**config.mk**
```make
export PLATFORM = sky130hd
export DESIGN_NAME = cvw_fifo
export DESIGN_NICKNAME = d
export VERILOG_FILES = /design/src/hw/rtl/cvw_fifo.sv
export SDC_FILE = /design/constraint.sdc
export NUM_CORES = 1
export LEC_CHECK = 0
export BUFFER_PORTS_ARGS = -buffer_cell sky130_fd_sc_hd__buf_2
export CAP_MARGIN = 0
export CORE_MARGIN = 8
export CORE_UTILIZATION = 59
export CTS_BUF_LIST = sky130_fd_sc_hd__clkbuf_16
export DETAILED_ROUTE_END_ITERATION = 8
export HOLD_SLACK_MARGIN = 0.03
export PLACE_DENSITY_LB_ADDON = 0.12
export SYNTH_ARGS = -nofsm -noshare
export SYNTH_HDL_FRONTEND = slang
export SYNTH_SLANG_ARGS = --single-unit
```
**constraint.sdc**
```tcl
create_clock -name clk -period 3.7 [get_ports clk]
set_input_delay 0.185 -clock clk [delete_from_list [all_inputs] [get_ports clk]]
set_output_delay 0.185 -clock clk [all_outputs]
set_load 0.05 [all_outputs]
```
**src/hw/rtl/cvw_fifo.sv**
```systemverilog
// Small register queue with fall-through head and an occupancy count.
// No dependencies; callers guarantee no push when full and no pop when empty.
module cvw_fifo #(
  parameter int WIDTH = 8,
  parameter int DEPTH = 4,
  parameter int AW    = $clog2(DEPTH),
  parameter int CW    = $clog2(DEPTH + 1)
) (
  input  logic             clk,
  input  logic             rst_n,
  input  logic             push,
  input  logic [WIDTH-1:0] wdata,
  input  logic             pop,
  output logic [WIDTH-1:0] rdata,
  output logic             empty,
  output logic [CW-1:0]    count
);

  logic [WIDTH-1:0] mem_r [DEPTH];
  logic [AW-1:0]    wr_ptr_r, wr_ptr_nxt;
  logic [AW-1:0]    rd_ptr_r, rd_ptr_nxt;
  logic [CW-1:0]    count_r, count_nxt;

  // Advance pointers and count
  always_comb begin
    wr_ptr_nxt = wr_ptr_r;
    rd_ptr_nxt = rd_ptr_r;
    if (push) begin
      wr_ptr_nxt = (wr_ptr_r == AW'(DEPTH - 1)) ? '0 : wr_ptr_r + 1'b1;
    end
    if (pop) begin
      rd_ptr_nxt = (rd_ptr_r == AW'(DEPTH - 1)) ? '0 : rd_ptr_r + 1'b1;
    end
    case ({push, pop})
      2'b10:   count_nxt = count_r + 1'b1;
      2'b01:   count_nxt = count_r - 1'b1;
      default: count_nxt = count_r;
    endcase
  end

  always_ff @(posedge clk) begin
    if (!rst_n) begin
      wr_ptr_r <= '0;
      rd_ptr_r <= '0;
      count_r  <= '0;
    end else begin
      wr_ptr_r <= wr_ptr_nxt;
      rd_ptr_r <= rd_ptr_nxt;
      count_r  <= count_nxt;
    end
  end

  // Store the incoming word
  always_ff @(posedge clk) begin
    if (push) begin
      mem_r[wr_ptr_r] <= wdata;
    end
  end

  assign rdata = mem_r[rd_ptr_r];
  assign empty = (count_r == '0);
  assign count = count_r;

endmodule

```
==> impl_metrics.yaml <==
global_route:
  grt_overflow: 0
  grt_pass1_wl_um: 3950
  antenna_found_initial: 0
  grt_util_all_layers_pct: 12.4
  grt_pass1_vias: 834
  grt_max_degree: 14
pwr:
  power_density_nw_per_um2: 579
  leakagePower_uw: 0.000706
  vdd_drop_max_mv: 0.525
critical_path:
  worstReg2RegEnd: "count[2]"
  reg2reg_from: "count[0]"
  path_max_fanout: 8
  end_kind: "output pin"
  startpoint_type: "register"
  required_ns: 3.51
  crit_arrival_ns: 1.72
  critical_path_class: "reg -> out"
  r2r_slack_ns: 2.14
  reg2reg_depth: 5
clocking:
  htree_levels: 2
  clkLatencyLatePin_ns: 0.27
  cts.sink_count: 41
  clock_path_buffers: 2
  cts.repair.resized: 0
  postCtsSetupBuffers: 0
  cts_root_buf: "clkbuf_16"
  cts_made_buffers: 5
  hold_buffers: 0
  cts_tree: "yes"
  path_clk_slew_ns: 0.05
logic_synthesis:
  yosys_warnings: 0
  syn_inst: 88
  synthArstFlopShare_pct: 0
  syn-num-nets: 107
  syn_area_um2: 1620
  syn_area_per_cell_um2: 18.4
  synthFlopType: "edfxtp_1"
  synth_edf_count: 32
  seq_area_frac_synth_pct: 70.6
  synth_cell_types: 21
  synth_seq_cells: 41
min_path:
  min_path_cells: 1
  hp-class: "in -> reg"
  worstHoldStart: "wdata[6]"
  hold_end: "mem_r[3][6]"
route:
  drt_iter0_drc: 45
  routed_wirelength_um: 2460
  wire_per_inst_um: 16.6
  firstDrtPassIters: 4
  num_vias: 814
  ant_nets: 0
  viasPerCell: 5.50
  drt_drc_violations_left: 0
run:
  drv_cap: 0
sta:
  finalCritPeriodShare_pct: 51.6
  rsz0062_at_grt: "false"
  max_freq_ghz: 0.524
  finalSetupViolCount: 0
  fin_crit_ns: 1.91
  max_slew.worst_pin.slew_ns: 0.542
  finalHoldViolCount: 0
  relSlewSlack_pct: 63.8
  fin_setup_tns_ns: 0
  maxSlewViolCount: 0
  fin_skew_ns: 0.00146
floorplanning:
  floorplan.initialDensity_pct: 60.1
  num_rows: 19
  die_w_um: 68.3
  dieHeight_um: 68.3
  core-area_um2: 2690
  num_io_pins: 24
  die-area_um2: 4670
place:
  routabilityCongestion: 0.705
  portBuffers: 23
  dp_hpwl_um: 1780
final_layout:
  drive_above_1_share_pct: 33.3
  utilization_pct: 70.5
  nNetsFinal: 135
  area_growth_pct: 17.3
  diodes: 0
status:
  outcome: "completed"
[routing by layer]
layer	global-route usage, %	share of wire [%]	up-vias
met5	0	0	-
met4	8.44	2.6	0
met3	5.73	6.0	6
met2	19.7	50	27
met1	12.9	41	393
li1	-	-	388
[cell usage after synthesis (all sizes together) (2+ instances only)]
| cell | instances | area share, % |
|---|---|---|
| nor2b | 4 | 1.5 |
| mux4 | 8 | 11 |
| o21ai | 2 | 0.62 |
| ha | 6 | 4.6 |
| edfxtp | 32 | 59 |
| mux2i | 2 | 1.2 |
| nor3b | 2 | 0.93 |
| inv | 6 | 1.4 |
| and2 | 6 | 2.3 |
| dfxtp | 9 | 11 |
[per-stage QoR]
step | worst slack [ns] | cell area, um^2 | instances | total power [uW] | hold WS, ns
after CTS | 1.71 | 1890 | 148 | 1110 | 0.113
after floorplan | 1.84 | 1620 | 88 | 667 | 0.284
after global routing | 1.66 | 1890 | 148 | 1140 | 0.117
after detailed placement | 2.01 | 1750 | 140 | 707 | 0.405
final | 1.79 | 1890 | 148 | 1100 | 0.125
after global placement | 2.05 | 1750 | 140 | 702 | 0.395
[where the power goes]
group	internal [uW]	switching [uW]
clock network	247	156
logic	50.2	107
registers	521	16.9
[worst max path at each step]
stage,start,to,slack (ns),cells past startpoint
after floorplan,count[0],count[2],1.84,5
after global placement,push,count[2],2.05,8
after detailed placement,register,rdata[6],2.01,2
after CTS,register,rdata[6],1.71,2
after global routing,register,rdata[3],1.66,2
final,register,rdata[3],1.79,2
[layout by cell type (no fill, tap or decap), drive strengths merged]
master / netlist / layout
fa: 1 / 1
mux2i: 2 / 2
a21boi: 1 / 1
or3: 1 / 1
xor2: 1 / 1
dfxtp: 9 / 9
clkinv: 0 / 2
o21a: 1 / 1
xnor2: 1 / 1
nor3: 1 / 1
inv: 6 / 7
ha: 6 / 6
nor3b: 2 / 2
edfxtp: 32 / 32
a21oi: 1 / 1
nor2b: 4 / 4
buf: 1 / 23
clkbuf: 1 / 5
nand2: 1 / 1
and2: 6 / 6
mux4: 8 / 8
o21ai: 2 / 2
[state kept, by name, summed over array words and instances (netlist names), named ones only]
register  count
count         3
mem_r        32
rd_ptr_r      2
wr_ptr_r      2
[critical path, cell delays in order (launching register included)]
cell	delay, ns
dfxtp_1	0.66
mux4_2	0.56
buf_2	0.23
[final cells by class]
type	count	area (um^2)
Tap cell	31	38.8
Clock buffer	5	125
Timing Repair Buffer	23	115
Inverter	6	22.5
Fill cell	171	792
Multi-Input combinational cell	39	435
Sequential cell	41	1140
Clock inverter	3	16.3
[cells by family (layout without fill, tap and decap cells)]
| logic type | Yosys count | count (layout) | share of synthesized area [%] |
|---|---|---|---|
| flip-flops | 41 | 41 | 70.6 |
| multiplexers | 10 | 10 | 12.4 |
| AND/OR/NAND/NOR | 15 | 15 | 5.73 |
| AO/OA/AOI/OAI | 5 | 5 | 1.86 |
| buffers and inverters | 8 | 37 | 2.40 |
| adder cells (fa/ha/maj) | 7 | 7 | 5.89 |
| XOR/XNOR | 2 | 2 | 1.08 |
Power figures use the tool's default switching activity.
