[src/hw/rtl/cvw_pkg.sv]
// Shared types, constants and coefficient selection for conv2d_valid_window.
// No dependencies; cvw_front, cvw_back, the top level and the testbench import this package.
package cvw_pkg;

  // Default line length of the line store
  localparam int MAX_WIDTH_DEF = 1024;

  // Depth of the queue between front and back, and of the result queue
  localparam int QUEUE_DEPTH = 4;
  localparam int OUT_DEPTH   = 8;
  localparam int QCW         = $clog2(QUEUE_DEPTH + 1);
  localparam int OCW         = $clog2(OUT_DEPTH + 1);

  // Configuration register indexes
  localparam logic [2:0] REG_KROW0    = 3'd0;
  localparam logic [2:0] REG_KROW1    = 3'd1;
  localparam logic [2:0] REG_KROW2    = 3'd2;
  localparam logic [2:0] REG_KHEIGHT  = 3'd3;
  localparam logic [2:0] REG_KWIDTH   = 3'd4;
  localparam logic [2:0] REG_IWIDTH   = 3'd5;
  localparam logic [2:0] REG_IHEIGHT  = 3'd6;

  // Configuration as seen by front and back
  typedef struct packed {
    logic [23:0] krow0;
    logic [23:0] krow1;
    logic [23:0] krow2;
    logic [1:0]  kh;
    logic [1:0]  kw;
    logic [10:0] iw;
    logic [15:0] ih;
  } cfg_t;

  // One column of three pixels plus what the front decided about it
  typedef struct packed {
    logic [7:0]  top;
    logic [7:0]  mid;
    logic [7:0]  bot;
    logic        has_res;
    logic [15:0] row;
    logic [9:0]  col;
    logic        last;
  } item_t;

  // One result word
  typedef struct packed {
    logic signed [19:0] sum;
    logic [15:0]        row;
    logic [9:0]         col;
    logic               last;
  } res_t;

  // Coefficient that meets window cell (a, b); zero outside the kernel in use
  function automatic logic signed [7:0] coef_at(cfg_t cfg, int a, int b);
    logic [1:0]  kh;
    logic [1:0]  kw;
    logic [23:0] rowp;
    int          i;
    int          j;
    kh = (cfg.kh == 2'd0) ? 2'd1 : cfg.kh;
    kw = (cfg.kw == 2'd0) ? 2'd1 : cfg.kw;
    i  = a - (3 - int'(kh));
    j  = b - (3 - int'(kw));
    case (i)
      0:       rowp = cfg.krow0;
      1:       rowp = cfg.krow1;
      2:       rowp = cfg.krow2;
      default: rowp = '0;
    endcase
    if (i < 0 || j < 0) begin
      return 8'sd0;
    end
    return $signed(rowp[8*j +: 8]);
  endfunction

endpackage

[src/hw/rtl/cvw_fifo.sv]
// Small register queue with fall-through head and an occupancy count.
// No dependencies; callers guarantee no push when full and no pop when empty.
module cvw_fifo #(
  parameter int WIDTH = 8,
  parameter int DEPTH = 4,
  parameter int AW    = $clog2(DEPTH),
  parameter int CW    = $clog2(DEPTH + 1)
) (
  input  logic             clk,
  input  logic             rst_n,
  input  logic             push,
  input  logic [WIDTH-1:0] wdata,
  input  logic             pop,
  output logic [WIDTH-1:0] rdata,
  output logic             empty,
  output logic [CW-1:0]    count
);

  logic [WIDTH-1:0] mem_r [DEPTH];
  logic [AW-1:0]    wr_ptr_r, wr_ptr_nxt;
  logic [AW-1:0]    rd_ptr_r, rd_ptr_nxt;
  logic [CW-1:0]    count_r, count_nxt;

  // Advance pointers and count
  always_comb begin
    wr_ptr_nxt = wr_ptr_r;
    rd_ptr_nxt = rd_ptr_r;
    if (push) begin
      wr_ptr_nxt = (wr_ptr_r == AW'(DEPTH - 1)) ? '0 : wr_ptr_r + 1'b1;
    end
    if (pop) begin
      rd_ptr_nxt = (rd_ptr_r == AW'(DEPTH - 1)) ? '0 : rd_ptr_r + 1'b1;
    end
    case ({push, pop})
      2'b10:   count_nxt = count_r + 1'b1;
      2'b01:   count_nxt = count_r - 1'b1;
      default: count_nxt = count_r;
    endcase
  end

  always_ff @(posedge clk) begin
    if (!rst_n) begin
      wr_ptr_r <= '0;
      rd_ptr_r <= '0;
      count_r  <= '0;
    end else begin
      wr_ptr_r <= wr_ptr_nxt;
      rd_ptr_r <= rd_ptr_nxt;
      count_r  <= count_nxt;
    end
  end

  // Store the incoming word
  always_ff @(posedge clk) begin
    if (push) begin
      mem_r[wr_ptr_r] <= wdata;
    end
  end

  assign rdata = mem_r[rd_ptr_r];
  assign empty = (count_r == '0);
  assign count = count_r;

endmodule

[src/hw/rtl/cvw_back.sv]
// Back end: shifts columns into the 3x3 window, multiplies and sums, and
// queues results. Uses cvw_pkg and cvw_fifo.
module cvw_back
  import cvw_pkg::*;
(
  input  logic               clk,
  input  logic               rst_n,
  input  cfg_t               cfg,
  input  logic               q_empty,
  input  item_t              q_item,
  output logic               q_pop,
  input  logic               pop,
  output logic               empty,
  output logic signed [19:0] out_conv_sum,
  output logic [15:0]        out_row,
  output logic [9:0]         out_col,
  output logic               out_frame_last
);

  logic [7:0]         win_r [3][3];
  logic               b1_v_r, b2_v_r, b3_v_r;
  logic               b1_has_r, b2_has_r, b3_has_r;
  logic [15:0]        b1_row_r, b2_row_r, b3_row_r;
  logic [9:0]         b1_col_r, b2_col_r, b3_col_r;
  logic               b1_last_r, b2_last_r, b3_last_r;
  logic signed [7:0]  coef [3][3];
  logic [1:0]         kh_eff;
  logic [1:0]         kw_eff;
  logic               cell_on [3][3];
  logic signed [16:0] prod_r [3][3];
  logic signed [18:0] rsum_r [3];
  logic signed [20:0] total;
  logic [OCW:0]       slots;
  logic [OCW-1:0]     oq_count;
  logic               oq_push;
  res_t               oq_wdata;
  res_t               oq_rdata;

  // Pop only when every word in flight has a place in the result queue
  assign slots = (OCW + 1)'(oq_count) + (OCW + 1)'(b1_v_r) + (OCW + 1)'(b2_v_r) +
                 (OCW + 1)'(b3_v_r) + (OCW + 1)'(1);
  assign q_pop = ~q_empty && (slots <= (OCW + 1)'(OUT_DEPTH));

  always_ff @(posedge clk) begin
    if (!rst_n) begin
      b1_v_r <= 1'b0;
      b2_v_r <= 1'b0;
      b3_v_r <= 1'b0;
    end else begin
      b1_v_r <= q_pop;
      b2_v_r <= b1_v_r;
      b3_v_r <= b2_v_r;
    end
  end

  // Shift the window left and take the new column on the right
  always_ff @(posedge clk) begin
    if (q_pop) begin
      for (int a = 0; a < 3; a++) begin
        win_r[a][0] <= win_r[a][1];
        win_r[a][1] <= win_r[a][2];
      end
      win_r[0][2] <= q_item.top;
      win_r[1][2] <= q_item.mid;
      win_r[2][2] <= q_item.bot;
      b1_has_r    <= q_item.has_res;
      b1_row_r    <= q_item.row;
      b1_col_r    <= q_item.col;
      b1_last_r   <= q_item.last;
    end
  end

  // Coefficients aligned to the bottom-right of the window, and the cells in use
  always_comb begin
    kh_eff = (cfg.kh == 2'd0) ? 2'd1 : cfg.kh;
    kw_eff = (cfg.kw == 2'd0) ? 2'd1 : cfg.kw;
    for (int a = 0; a < 3; a++) begin
      for (int b = 0; b < 3; b++) begin
        coef[a][b]    = coef_at(cfg, a, b);
        cell_on[a][b] = (a >= 3 - int'(kh_eff)) && (b >= 3 - int'(kw_eff));
      end
    end
  end

  // Multiply; drop cells outside the kernel so stale pixels never reach the sum
  always_ff @(posedge clk) begin
    for (int a = 0; a < 3; a++) begin
      for (int b = 0; b < 3; b++) begin
        prod_r[a][b] <= cell_on[a][b] ? coef[a][b] * $signed({1'b0, win_r[a][b]})
                                      : 17'sd0;
      end
    end
    b2_has_r  <= b1_has_r;
    b2_row_r  <= b1_row_r;
    b2_col_r  <= b1_col_r;
    b2_last_r <= b1_last_r;
  end

  // Sum each row
  always_ff @(posedge clk) begin
    for (int a = 0; a < 3; a++) begin
      rsum_r[a] <= 19'(prod_r[a][0]) + 19'(prod_r[a][1]) + 19'(prod_r[a][2]);
    end
    b3_has_r  <= b2_has_r;
    b3_row_r  <= b2_row_r;
    b3_col_r  <= b2_col_r;
    b3_last_r <= b2_last_r;
  end

  // Final sum into the result queue
  assign total         = 21'(rsum_r[0]) + 21'(rsum_r[1]) + 21'(rsum_r[2]);
  assign oq_push       = b3_v_r & b3_has_r;
  assign oq_wdata.sum  = total[19:0];
  assign oq_wdata.row  = b3_row_r;
  assign oq_wdata.col  = b3_col_r;
  assign oq_wdata.last = b3_last_r;

  cvw_fifo #(
    .WIDTH ($bits(res_t)),
    .DEPTH (OUT_DEPTH)
  ) u_out_queue (
    .clk   (clk),
    .rst_n (rst_n),
    .push  (oq_push),
    .wdata (oq_wdata),
    .pop   (pop & ~empty),
    .rdata (oq_rdata),
    .empty (empty),
    .count (oq_count)
  );

  assign out_conv_sum   = oq_rdata.sum;
  assign out_row        = oq_rdata.row;
  assign out_col        = oq_rdata.col;
  assign out_frame_last = oq_rdata.last;

endmodule

[config.mk]
export PLATFORM = sky130hd
export DESIGN_NAME = cvw_back
export DESIGN_NICKNAME = d
export VERILOG_FILES = /design/src/hw/rtl/cvw_pkg.sv /design/src/hw/rtl/cvw_fifo.sv /design/src/hw/rtl/cvw_back.sv
export SDC_FILE = /design/constraint.sdc
export NUM_CORES = 2
export LEC_CHECK = 0
export BUFFER_PORTS_ARGS = -buffer_cell sky130_fd_sc_hd__buf_2
export CAP_MARGIN = 10
export CORE_MARGIN = 2
export CORE_UTILIZATION = 50
export DETAILED_ROUTE_END_ITERATION = 10
export HOLD_SLACK_MARGIN = 0.12
export PLACE_DENSITY = 0.67
export SETUP_SLACK_MARGIN = 0.05
export SYNTH_ARGS = -nofsm -noshare
export SYNTH_HDL_FRONTEND = slang
export SYNTH_SLANG_ARGS = --single-unit
[constraint.sdc]
create_clock -name clk -period 13.1 [get_ports clk]
set_input_delay 1.31 -clock clk [delete_from_list [all_inputs] [get_ports clk]]
set_output_delay 1.31 -clock clk [all_outputs]
set_load 0.01 [all_outputs]
==> flow_summary.toml <==
[timing]
achievable_clock_frequency_mhz = 133
worst-slew-pin-transition_ps = 1100
final_hold_viol_count = 0
finalMaxSlewViolations = 0
final_worst_path_cycle_share = 0.574
timing.final.setup_violations = 0
layout_min_cycle_time_ps = 7520
rsz0062_at_grt = "false"
finClkSkew_ps = 32.1
setup_tns_ps = 0
relative_max_transition_margin = 0.262

[setup_path]
worst_ep_arrival_time_ps = 8070
slowest_stage = "nand2_1"
crit_top_cell = "fa_1"
cp-end-kind = "register"
timing.critical_path.cells = "buf_4 -> buf_4 -> nand2_1 -> nor2_2 -> buf_4 -> nand2_1 -> or2_2 -> fa_1 -> fa_1 -> inv_1 -> fa_1 -> inv_1 -> fa_1 -> inv_1 -> ha_1 -> o21ai_0 -> a21boi_0 -> o2111ai_1 -> a21o_1 -> a21oi_1"
critPathLaunch = "cfg[30]"
critical_path.max_fanout = 87
worstReg2RegStart = "win_r[0][61]"
worst_path_largest_cell_delay_ps = 750
critPathBufInv = 6
critPathLaunchType = "input port"
cpLargestDelayFamily = "adder cells"
worst_ep_required_time_ps = 13650
setup.worst_path.class = "in2reg"

[global_route]
gr-usage-all-layers = 0.230
first_global_vias = 33100
antenna_found_initial = 0
grt_max_degree = 88
grt_pass1_wl_um = 184000
global_route.overflow_total = 0

[floorplan]
dieArea_mm2 = 0.103
core_area_mm2 = 0.0999
floorplan.initialDensity = 0.503
die-width_um = 321
chipHeight_um = 321
rows = 116
top_level_ports = 208

[synth]
ys_dominant_reg_cell = "edfxtp_1"
proportion_of_synthesized_chip_area_in_sequential_cells = 0.397
syn-num-nets = 5340
synth_top_cells_by_area = "edfxtp_1 28%, fa_1 16%, ha_1 12%"
async_reset_ff_frac = 0
number_of_flops_mapped_to_enable_cells_by_yosys = 476
synth.yosys.warnings = 0
synth_area_mm2 = 0.0503
synth_top_cell_by_area = "edfxtp_1"
synth_cell_types = 70
synth_top_cell_area_share = 0.284
syn_inst = 4306
synth_seq_cells = 758
post_synth.cell_area_avg_um2 = 11.7

[power_and_ir_drop]
static-leakage-power_nw = 24.9
ir_worst_vdd_v = 0.000105
cellPowerDensity_mw_per_mm2 = 138

[clock_tree]
cts-buffers-inserted = 80
post_cts_hold_buffer_count = 0
cts.sink_count = 758
postCtsSetupRepairBufs = 0
cts.reportedPaths.clkPinSlew_ps = 60
cts_htree_levels = 3
post_cts.resized_instances = 0
clock_latency_ps = 650
tritoncts = "built"
ctsRootBufferMaster = "clkbuf_16"
clockBufferDepth = 3

[cells_and_area]
fillers = 8468
num-nets-final = 5530
final_common_cell = "inv_1"
layoutNonFillerInstCount = 5861
mostFrequentLayoutCells = "605 x inv_1, 476 x edfxtp_1, 465 x ha_1, 410 x fa_1, 279 x dfxtp_1"
drive_above_1_share = 0.119
area_growth_syn_to_layout_pct = 10.2

[detailed_routing]
firstDrtPassIters = 6
via_per_inst = 5.40
detailedRoute.firstIterationViolations = 2052
drt_drc_violations_left = 0
num_vias = 31700
drt-wirelength-per-cell_um = 19.6
postRouteWirelength_um = 115000
antenna_violating_nets_post_route = 0

[status]
outcome = "complete, no violations"

[place]
routability_cong = 0.894
dp.cells = 5712
port_buffers = 180
dpl.hpwl_um = 85400

[hold_path]
hold_path.startpoint = "b2_col_r[1]"
holdCritPathClass = "reg2reg"

[flow_run]
maxCapViolCount = 0
-- stage by stage --
step           worst slack (ps)  hold slack [ps]  area (um^2)  utilization  total power, mW
3_5_place_dp               4920              312        52700        0.527             5.35
6_report                   5580              316        55400        0.555             7.62
5_1_grt                    4950              330        55400        0.555             8.10
2_1_floorplan              5630              310        50300            -             4.70
4_1_cts                    5590              324        55400        0.555             7.68
3_3_place_gp               5090              311        52700        0.527             5.30
-- kinds of logic after synthesis --
logic type	share of synthesized area
simple gates	0.116
buf+inv	0.0538
xor+xnor	0.0195
fa+ha+maj	0.279
mux	0.0692
compound gates	0.0662
flops	0.397
-- state kept, by name, indices dropped and copies added (netlist names), 16 cells and up, named ones only --
signal             flops
u_out_queue.mem_r    376
prod_r               153
b2_row_r              16
b1_row_r              16
win_r                 72
b3_row_r              16
rsum_r                57
-- worst reg2reg max path, cell delays in order, from the launching register on --
cell and delay (ps):
edfxtp_1 500, inv_1 210, nor2_1 100, fa_1 560
inv_1 70, fa_1 560, inv_1 60, fa_1 470
inv_1 50, fa_1 490, inv_1 40, ha_1 320
o21a_1 200, o31a_1 160, o211ai_1 310, a31oi_1 160
o21a_1 190, nor3_1 360
-- cell type report --
type | count | area (um^2) | share of cell area
multi-input cells | 2841 | 27700 | 0.500
clock inverters | 50 | 594 | 0.0107
inverters | 605 | 2270 | 0.0410
clock buffers | 98 | 2140 | 0.0387
repair buffers | 210 | 1130 | 0.0205
flip-flops and latches | 758 | 19900 | 0.360
well taps | 1298 | 1620 | 0.0293
diodes | 1 | 2.50 | 0.0000452
-- power breakdown --
group / internal (mW) / total [mW] / switching [mW]
sequential: 2.94 / 3.07 / 0.128
clock: 1.33 / 2.32 / 0.987
combinational: 0.886 / 2.24 / 1.35
total: 5.16 / 7.62 / 2.47
-- synth_stat cells (all sizes together), types with 37 or more instances --
library cell and number:
nand2 194, mux4 94, nand3 48, xor2 49, a21o 52, inv 605, and3 126, nor2 261
nor3 57, o21a 54, o21ai 108, clkbuf 61, a211oi 46, xnor2 63, dfxtp 282, a21oi 128
buf 41, mux2i 64, mux2 64, fa 410, nor2b 75, and2 251, edfxtp 476, nand2b 37
ha 465
-- final timing paths --
kind | end | slack, ps | cells past startpoint
worst min register to register | b3_col_r[1] | 320 | 0
worst max-delay path | prod_r[0][48] | 5580 | 20
worst min-delay path | b3_col_r[1] | 320 | 0
worst max register to register | prod_r[2][33] | 8160 | 17
-- routing by layer --
metal	vias up	track usage	wire [um]
met4	0	0.0845	4320
met3	181	0.0362	5730
li1	15100	-	-
met5	-	0	0
met1	15700	0.306	51200
met2	707	0.381	53500
Note: power is estimated with default switching activity, not from simulation.
